$ cat config.mk
export PLATFORM = sky130hd
export DESIGN_NAME = decimal_text_to_integer
export DESIGN_NICKNAME = d
export VERILOG_FILES = /design/src/rtl/dtoi_pkg.sv /design/src/rtl/dtoi_scan.sv /design/src/rtl/dtoi_result.sv /design/src/rtl/decimal_text_to_integer.sv
export SDC_FILE = /design/constraint.sdc
export NUM_CORES = 1
export LEC_CHECK = 0
export BUFFER_PORTS_ARGS = -buffer_cell sky130_fd_sc_hd__buf_2
export CORE_AREA = 2 2 164 166
export CTS_BUF_LIST = sky130_fd_sc_hd__clkbuf_8
export DETAILED_ROUTE_END_ITERATION = 7
export DIE_AREA = 0 0 166 168
export GPL_TIMING_DRIVEN = 0
export PLACE_DENSITY_LB_ADDON = 0.25
export SETUP_SLACK_MARGIN = 0.3
export SYNTH_ARGS = -nofsm -noshare
export SYNTH_HDL_FRONTEND = slang
export SYNTH_SLANG_ARGS = --single-unit
$ cat constraint.sdc
create_clock -name clk_i -period 3.9 [get_ports clk_i]
set_input_delay 0.78 -clock clk_i [delete_from_list [all_inputs] [get_ports clk_i]]
set_output_delay 0.78 -clock clk_i [all_outputs]
set_load 0.1 [all_outputs]
$ cat src/rtl/dtoi_pkg.sv
`timescale 1ns / 1ps
// Shared types and constants for the decimal text to integer converter.
// No dependencies; imported by every module of the block.
package dtoi_pkg;

  localparam int unsigned CharW  = 8;
  localparam int unsigned MagW   = 32;
  localparam int unsigned ValueW = MagW + 1;
  localparam int unsigned PhaseW = 2;

  // Scanner phase codes
  localparam logic [PhaseW-1:0] PhLead    = 2'd0;
  localparam logic [PhaseW-1:0] PhDigits  = 2'd1;
  localparam logic [PhaseW-1:0] PhStopped = 2'd2;
  localparam logic [PhaseW-1:0] PhFailed  = 2'd3;

  // Characters the scanner recognizes
  localparam logic [CharW-1:0] ChZero  = 8'h30;
  localparam logic [CharW-1:0] ChNine  = 8'h39;
  localparam logic [CharW-1:0] ChComma = 8'h2C;
  localparam logic [CharW-1:0] ChDot   = 8'h2E;
  localparam logic [CharW-1:0] ChSpace = 8'h20;
  localparam logic [CharW-1:0] ChPlus  = 8'h2B;
  localparam logic [CharW-1:0] ChMinus = 8'h2D;

  localparam logic [MagW-1:0] PosLimit = 32'h7FFF_FFFF;
  localparam logic [MagW-1:0] NegLimit = 32'h8000_0000;

  // Everything the result stage needs about one finished text
  typedef struct packed {
    logic            failed;
    logic            minus;
    logic            signed_mode;
    logic [MagW-1:0] mag;
  } fin_t;

endpackage

$ cat src/rtl/dtoi_scan.sv
`timescale 1ns / 1ps
// Character scanner: phase, sign and magnitude state, one character per step.
// Depends on dtoi_pkg.
module dtoi_scan import dtoi_pkg::*; (
  input  logic             clk_i,
  input  logic             rst_ni,
  input  logic             step_i,
  input  logic [CharW-1:0] char_i,
  input  logic             last_i,
  input  logic             signed_mode_i,
  output fin_t             fin_o,
  output logic [PhaseW-1:0] phase_o
);

  logic [PhaseW-1:0] phase_q, phase_d, phase_nx;
  logic [MagW-1:0]   mag_q, mag_d, mag_nx, mag_step;
  logic              minus_q, minus_d, minus_nx;
  logic              is_digit, is_sep;

  assign is_digit = (char_i >= ChZero) && (char_i <= ChNine);
  assign is_sep   = (char_i == ChComma) || (char_i == ChDot);
  // times ten as shift-add, digit value from the low nibble
  assign mag_step = {mag_q[MagW-4:0], 3'b000} + {mag_q[MagW-2:0], 1'b0}
                  + {{(MagW-4){1'b0}}, char_i[3:0]};

  always_comb begin
    phase_nx = phase_q;
    mag_nx   = mag_q;
    minus_nx = minus_q;
    unique case (phase_q)
      PhLead: begin
        if (char_i == ChSpace) begin
          phase_nx = PhLead;
        end else if ((char_i == ChPlus) || (char_i == ChMinus)) begin
          minus_nx = (char_i == ChMinus);
          phase_nx = PhDigits;
        end else if (is_digit) begin
          mag_nx   = mag_step;
          phase_nx = PhDigits;
        end else if (is_sep) begin
          phase_nx = PhStopped;
        end else begin
          phase_nx = PhFailed;
        end
      end
      PhDigits: begin
        if (is_digit) begin
          mag_nx = mag_step;
        end else if (is_sep || (char_i == ChSpace)) begin
          phase_nx = PhStopped;
        end else begin
          phase_nx = PhFailed;
        end
      end
      PhStopped, PhFailed: begin
        phase_nx = phase_q;
      end
      default: phase_nx = phase_q;
    endcase
  end

  // Drop back to the leading phase after the last character of a text
  always_comb begin
    phase_d = phase_q;
    mag_d   = mag_q;
    minus_d = minus_q;
    if (step_i) begin
      if (last_i) begin
        phase_d = PhLead;
        mag_d   = '0;
        minus_d = 1'b0;
      end else begin
        phase_d = phase_nx;
        mag_d   = mag_nx;
        minus_d = minus_nx;
      end
    end
  end

  always_ff @(posedge clk_i or negedge rst_ni) begin
    if (!rst_ni) begin
      phase_q <= PhLead;
      mag_q   <= '0;
      minus_q <= 1'b0;
    end else begin
      phase_q <= phase_d;
      mag_q   <= mag_d;
      minus_q <= minus_d;
    end
  end

  assign fin_o.failed      = (phase_nx == PhFailed);
  assign fin_o.minus       = minus_nx;
  assign fin_o.signed_mode = signed_mode_i;
  assign fin_o.mag         = mag_nx;
  assign phase_o           = phase_q;

endmodule

$ cat src/rtl/dtoi_result.sv
`timescale 1ns / 1ps
// Result formatter: range check and negation of a finished magnitude.
// Depends on dtoi_pkg.
module dtoi_result import dtoi_pkg::*; (
  input  fin_t              fin_i,
  output logic              ok_o,
  output logic [ValueW-1:0] value_o
);

  logic [ValueW-1:0] mag_ext;

  assign mag_ext = {1'b0, fin_i.mag};

  always_comb begin
    ok_o    = 1'b0;
    value_o = '0;
    if (!fin_i.failed) begin
      if (!fin_i.signed_mode) begin
        ok_o    = 1'b1;
        value_o = mag_ext;
      end else if (fin_i.minus) begin
        if (fin_i.mag <= NegLimit) begin
          ok_o    = 1'b1;
          value_o = '0 - mag_ext;
        end
      end else if (fin_i.mag <= PosLimit) begin
        ok_o    = 1'b1;
        value_o = mag_ext;
      end
    end
  end

endmodule

$ cat src/rtl/decimal_text_to_integer.sv
`timescale 1ns / 1ps
// Decimal text to integer converter, top level. Depends on dtoi_pkg, dtoi_scan, dtoi_result.
// Throughput: one character word per cycle, sustained; a last character waits while the
//   finish register is full and cannot advance to a stalled result register.
// Path of a text's result: input register -> scanner/finish register -> result register.
// Reset: asynchronous, active low; clears all valid flags and the scanner, signed_mode goes to 1.
module decimal_text_to_integer import dtoi_pkg::*; (
  input  logic        clk_i,
  input  logic        rst_ni,
  // configuration: signed_mode
  input  logic        cfg_we_i,
  input  logic        cfg_wdata_i,
  // character stream
  input  logic        s_axis_tvalid,
  output logic        s_axis_tready,
  input  logic [7:0]  s_axis_tdata,   // [7:0] char_byte
  input  logic        s_axis_tlast,   // last_char
  // result stream
  output logic        m_axis_tvalid,
  input  logic        m_axis_tready,
  output logic [39:0] m_axis_tdata,   // [32:0] number_value, [39:33] zero
  output logic        m_axis_tuser    // [0] parse_ok
);

  // Configuration register
  logic signed_mode_q;

  always_ff @(posedge clk_i or negedge rst_ni) begin
    if (!rst_ni) begin
      signed_mode_q <= 1'b1;
    end else if (cfg_we_i) begin
      signed_mode_q <= cfg_wdata_i;
    end
  end

  // Pipeline control
  logic             in_valid_q, in_valid_d;
  logic [CharW-1:0] in_char_q;
  logic             in_last_q;
  logic             fin_valid_q, fin_valid_d;
  fin_t             fin_q, scan_fin;
  logic             out_valid_q, out_valid_d;
  logic             out_ok_q, res_ok;
  logic [ValueW-1:0] out_value_q, res_value;
  logic             s_accept, scan_step, fin_adv, fin_free, out_free;
  logic [PhaseW-1:0] scan_phase;

  assign s_accept  = s_axis_tvalid && s_axis_tready;
  // Output slot opens when empty or when the held word is taken this cycle
  assign out_free  = !out_valid_q || m_axis_tready;
  assign fin_adv   = fin_valid_q && out_free;
  assign fin_free  = !fin_valid_q || fin_adv;
  // Non-last characters only touch scanner state, so they never wait on the output side
  assign scan_step = in_valid_q && (!in_last_q || fin_free);
  assign s_axis_tready = !in_valid_q || scan_step;

  always_comb begin
    in_valid_d = in_valid_q;
    if (s_accept) begin
      in_valid_d = 1'b1;
    end else if (scan_step) begin
      in_valid_d = 1'b0;
    end
  end

  always_comb begin
    fin_valid_d = fin_valid_q;
    if (scan_step && in_last_q) begin
      fin_valid_d = 1'b1;
    end else if (fin_adv) begin
      fin_valid_d = 1'b0;
    end
  end

  always_comb begin
    out_valid_d = out_valid_q;
    if (fin_adv) begin
      out_valid_d = 1'b1;
    end else if (m_axis_tready) begin
      out_valid_d = 1'b0;
    end
  end

  always_ff @(posedge clk_i or negedge rst_ni) begin
    if (!rst_ni) begin
      in_valid_q  <= 1'b0;
      fin_valid_q <= 1'b0;
      out_valid_q <= 1'b0;
    end else begin
      in_valid_q  <= in_valid_d;
      fin_valid_q <= fin_valid_d;
      out_valid_q <= out_valid_d;
    end
  end

  // Payload registers: load on advance, hold otherwise
  always_ff @(posedge clk_i) begin
    if (s_accept) begin
      in_char_q <= s_axis_tdata;
      in_last_q <= s_axis_tlast;
    end
    if (scan_step && in_last_q) begin
      fin_q <= scan_fin;
    end
    if (fin_adv) begin
      out_ok_q    <= res_ok;
      out_value_q <= res_value;
    end
  end

  dtoi_scan u_scan (
    .clk_i         (clk_i),
    .rst_ni        (rst_ni),
    .step_i        (scan_step),
    .char_i        (in_char_q),
    .last_i        (in_last_q),
    .signed_mode_i (signed_mode_q),
    .fin_o         (scan_fin),
    .phase_o       (scan_phase)
  );

  dtoi_result u_result (
    .fin_i   (fin_q),
    .ok_o    (res_ok),
    .value_o (res_value)
  );

  assign m_axis_tvalid = out_valid_q;
  assign m_axis_tdata  = {{(40-ValueW){1'b0}}, out_value_q};
  assign m_axis_tuser  = out_ok_q;

  // A failed parse always reports zero
  assert property (@(posedge clk_i) disable iff (!rst_ni)
    m_axis_tvalid && !m_axis_tuser |-> m_axis_tdata == '0)
    else $error("nonzero value on failed parse");

  // A finished text never overwrites one still waiting for the output slot
  assert property (@(posedge clk_i) disable iff (!rst_ni)
    fin_valid_q && !fin_adv |-> !(scan_step && in_last_q))
    else $error("finish register overrun");

  // The scanner restarts in the leading phase after each last character
  assert property (@(posedge clk_i) disable iff (!rst_ni)
    scan_step && in_last_q |=> scan_phase == PhLead)
    else $error("scanner not cleared after last character");

  // A held result stays valid until taken
  assert property (@(posedge clk_i) disable iff (!rst_ni)
    out_valid_q && !m_axis_tready |=> out_valid_q)
    else $error("result dropped while stalled");

endmodule

After elaboration in Yosys (flattened, before gate mapping)
Cells that the tools add are included.

cells by class
  eq/ne operators = 9
  reductions and logical operators = 22
  multipliers = 0
  bitwise gates (word level) = 1
  divide/modulo/power cells = 0
  shift-type cells = 0
  muxes and demuxes = 31
  order comparisons = 4
  add/subtract/negate cells = 3

operators with widths
  kind                                                    count
  two-way mux 32 bit                                      6
  two-way mux 33 bit                                      2
  one-hot mux 32 bit (2 select lines)                     1
  == test 8 x 6 -> 1 bit (second input constant)          5
  subtractor 1 x 32 -> 33 bit (first input constant)      1
  adder 32 bit                                            1
  adder 32 x 4 -> 32 bit                                  1
  <= comparator 32 x 31 -> 1 bit (second input constant)  1
  <= comparator 32 bit (second input constant)            1
  two-way mux 1 bit                                       16
  two-way mux 2 bit                                       5
  >= comparator 8 x 6 -> 1 bit (second input constant)    1
  <= comparator 8 x 6 -> 1 bit (second input constant)    1
  logical OR 1 bit                                        7
  == test 2 bit (second input constant)                   3
  one-hot mux 2 bit (3 select lines)                      1
  nonzero test 2 bit                                      3
  logical AND 1 bit                                       5
  logical NOT 1 bit                                       4
  OR reduction 2 bit                                      2
  == test 2 x 1 -> 1 bit (second input constant)          1
  logical NOT 2 bit                                       1
  inverter 1 bit                                          1

storage, ports and cells
  input bits = 15
  RAM bits = 0
  output and inout bits = 43
  memory bits (read-only) = 0
  bits in registers = 117
  memories kept = 0
  latch bits = 0

Logic depth before layout (Yosys ltp)
  depth in word-level cells = 9
  depth in mapped cells = 11
  gate-level depth less buffers = 11

Modules after synthesis
Synthesis repeated with hierarchy kept, for this count alone.

second synthesis, totals
  cell total of the unflattened synthesis = 722
  area total of the unflattened synthesis = 7543.5 um^2

modules (own cells, without submodules)
  module                   area each (um^2)  cells each  times used
  dtoi_scan                3936.3            465         1
  decimal_text_to_integer  2605.0            104         1
  dtoi_result              1002.2            153         1

Worst setup path before layout
OpenSTA, ideal clock, no wires.

  kind = register to register
  start point = register in_char_q[3]
  end point = register fin_q[22] (netlist bit), data pin
  arrival time = 3.045 ns
  required time = 3.640 ns
  cell stages (with the launch flop) = 12
  path slack = 0.595 ns
  setup time = 0.260 ns
  cell sequence = edfxtp_1 inv_1 fa_1 inv_1 fa_1 a211oi_1 o21ai_2 o221a_2 a31oi_1 o21ai_0 xor2_1 mux2_2

RTL lines
  what                    line                            source
  from (decl)             decimal_text_to_integer.sv:38   logic [CharW-1:0] in_char_q;
  from (signal assigned)  decimal_text_to_integer.sv:99   in_char_q <= s_axis_tdata;
  to (signal assigned)    decimal_text_to_integer.sv:103  fin_q <= scan_fin;
  to (decl)               decimal_text_to_integer.sv:41   fin_t fin_q, scan_fin;

==> impl_metrics.toml <==
[synth]
syn_inst = 798
ys_seq_elements = 117
synth-edff-count = 78
synth_top_cell_by_area = "edfxtp_1"
yosys_most_used_dff = "edfxtp_1"
synth_top_area_share = 0.303
yosys_warnings = 0
yosysSeqAreaShare = 0.429
ys_types = 80
syn_area_per_cell_um2 = 9.69
async_reset_ff_frac = 0.333
synth.top_cells.by_area = "edfxtp_1, dfrtp_1, ha_1"
synthesis.area_um2 = 7740

[setup_path]
arrival_ns = 3.55
endpoint_kind = "register"
crit_required_ns = 4.08
crit_type = "reg -> reg"
critPathMaxFanout = 4
worstSetupStartpointType = "register"

[power]
combPwrFrac = 0.162
p_per_area_nw_per_um2 = 340
seqPwrFrac = 0.481
internal_power_mw = 2.02
netSwitchingPower_mw = 1.00
p_clk_frac = 0.357
leakage_nw = 3.77
peakVddDrop_uv = 200
switching_share = 0.331

[final_layout]
insertedDiodeCount = 0
fin_cells = 1228
drive_above_1_share = 0.156
stdcell_area_um2 = 8870
fin_nets = 950
area_growth_pct = 14.7

[outcome]
status = "finished clean"

[timing]
setup_viol = 0
skew_ns = 0.0197
slew_viol_final = 0
grt_setup_unrepaired = "false"
max_freq_mhz = 296
hold_viol = 0
worst_pin_slew_ns = 1.05
slew_headroom = 0.298
fin_crit_sh = 0.866
timing.final.crit_period_ns = 3.38
setup_tns_ns = 0

[clock_network]
cts_tree = "yes"
path_clk_slew_ns = 0.08
numCtsBuffers = 17
cts_buffer_depth = 2
cts.sinks = 117
cts_root_buffer = "clkbuf_8"
h-tree-depth = 4
clock_latency_ns = 0.44

[grt]
grt_usage = 0.147
antenna_found_initial = 0
grt_overflow = 0
grt_max_degree = 40
grt_pass1_vias = 6042
grt_pass1_wl_um = 32900

[placed_design]
io_buffer_count = 50
dp_cells = 1195
gp_congestion = 0.852
dp_hpwl_um = 15500
placed_area_um2 = 8440

[die]
dieArea_um2 = 27900
chipWidth_um = 166
core_area_um2 = 26400
ios = 58
die_h_um = 168
rows = 60
start_util = 0.294

[detailed_routing]
drt_wl_total_um = 20300
drc = 0
first_pass_iters = 5
met2WireLength_um = 9500
vias_per_cell = 5.18
routed.top_layer = "met4"
dr_wl_met3_um = 764
vias = 6360
antenna_left = 0
wire_per_inst_um = 16.5
route.layer.met1.wl_um = 9660
drtIter0Drc = 472

[flow_run]
cap_viol_max_count = 0

[worst_hold_path]
hold_path_class = "in -> async"
-- repair_timing --
item	CTS	global route
setup buffers	0	1
hold buffers	0	0
resized for setup	3	5
hold endpoints to repair	0	0
endpoints found under the setup margin	8	11
pin swaps	0	0
-- path summary, 6_finish.rpt --
kind | from | slack (ns) | depth (start not counted) | endpoint
setup reg to reg | u_scan.mag_q[0] | 0.52 | 11 | fin_q[22]
max in group asynchronous | rst_ni | 2.80 | 1 | u_scan.mag_q[8]
hold / removal | rst_ni | 0.48 | 1 | u_scan.mag_q[25]
hold reg to reg | signed_mode_q | 0.51 | 0 | fin_q[32]
setup / recovery | u_scan.mag_q[0] | 0.52 | 11 | fin_q[22]
min in group clk_i | s_axis_tdata[5] | 0.51 | 1 | in_char_q[5]
-- synth_stat cells (7+ instances only) --
master and instances:
a21o_1 16, a21oi_1 64, a22o_1 24, a31oi_1 15
and2_1 7, buf_4 8, clkbuf_1 31, dfrtp_1 38
edfxtp_1 78, ha_1 59, inv_1 12, mux2_2 10
nand2_1 109, nand2b_1 8, nand3_1 17, nand4_1 11
nor2_1 55, nor3_1 21, o21ai_0 57, o31ai_1 11
or2_2 8, xnor2_1 15, xor2_1 11
-- cell families after synthesis --
family | share of synthesized area
fa+ha+maj | 0.101
xor+xnor | 0.0294
mux | 0.0223
flops | 0.429
other cells | 0.000485
simple gates | 0.189
buf+inv | 0.0320
compound gates | 0.197
-- critical path, cell delays in order, from the launching register on --
cell,delay [ns]
dfrtp_1,0.38
inv_1,0.08
fa_1,0.50
inv_1,0.07
fa_1,0.49
a211oi_2,0.24
o21ai_2,0.14
o221a_2,0.33
a31oi_4,0.25
o21ai_0,0.15
xor2_1,0.19
mux2_2,0.31
-- state kept, by name, summed over array words and instances, names as in the netlist --
| name | count |
|---|---|
| fin_q | 35 |
| out_value_q | 33 |
| u_scan.mag_q | 32 |
| in_char_q | 8 |
| u_scan.phase_o | 2 |
| fin_valid_q | 1 |
| in_last_q | 1 |
| in_valid_q | 1 |
| m_axis_tuser | 1 |
| m_axis_tvalid | 1 |
| signed_mode_q | 1 |
| u_scan.minus_q | 1 |
-- area by class of cell --
| class | instances | area (µm²) |
|---|---|---|
| Fill cell | 2717 | 17500 |
| Tap cell | 341 | 427 |
| Clock inverter | 15 | 144 |
| Multi-Input combinational cell | 632 | 4240 |
| Timing Repair Buffer | 51 | 258 |
| Buffer | 43 | 203 |
| Sequential cell | 117 | 3320 |
| Clock buffer | 17 | 234 |
| Inverter | 12 | 45.0 |
-- per-stage QoR --
| step | worst slack (ns) | utilization | total power, mW | hold WS (ns) |
|---|---|---|---|---|
| after floorplan | 0.595 | - | 1.86 | 0.476 |
| after global routing | 0.312 | 0.337 | 3.15 | 0.479 |
| final | 0.524 | 0.337 | 3.02 | 0.479 |
| after CTS | 0.298 | 0.336 | 3.05 | 0.485 |
| after global placement | 0.00494 | 0.320 | 1.97 | 0.517 |
| after detailed placement | 0.0416 | 0.320 | 1.97 | 0.518 |
-- cells in the final DEF, fill, tap and decap left out, types with 5 or more instances in the layout --
cell,n
inv_1,12
clkinv_4,5
buf_2,52
clkbuf_1,31
nor3_1,21
buf_4,9
nor4_1,6
nand2_1,109
a21o_1,16
xor2_1,11
nand2b_1,8
o31ai_1,10
nand3_1,17
a31oi_1,13
ha_1,59
clkbuf_8,17
xnor2_1,15
dfrtp_1,38
nor2_1,54
a22o_1,24
a21oi_1,64
o211ai_1,5
nand4_1,11
conb_1,7
inv_6,6
or2_2,8
o21a_1,5
nor2b_1,6
and2_1,6
mux2i_1,6
mux2_2,10
o21ai_0,56
edfxtp_1,78
-- metal layers --
metal  global-route usage  vias up
met1                0.198     3023
li1                     -     3145
met4               0.0473        0
met5                    0        -
met3               0.0244       23
met2                0.241      169
-- power by group through the flow --
stage	Combinational [mW]	Clock, mW	Sequential, mW
4_1_cts	0.490	1.11	1.45
2_1_floorplan	0.204	0	1.65
3_5_place_dp	0.489	0	1.48
3_3_place_gp	0.485	0	1.48
5_1_grt	0.524	1.16	1.46
6_report	0.490	1.08	1.45
(Power assumes the default switching activity.)
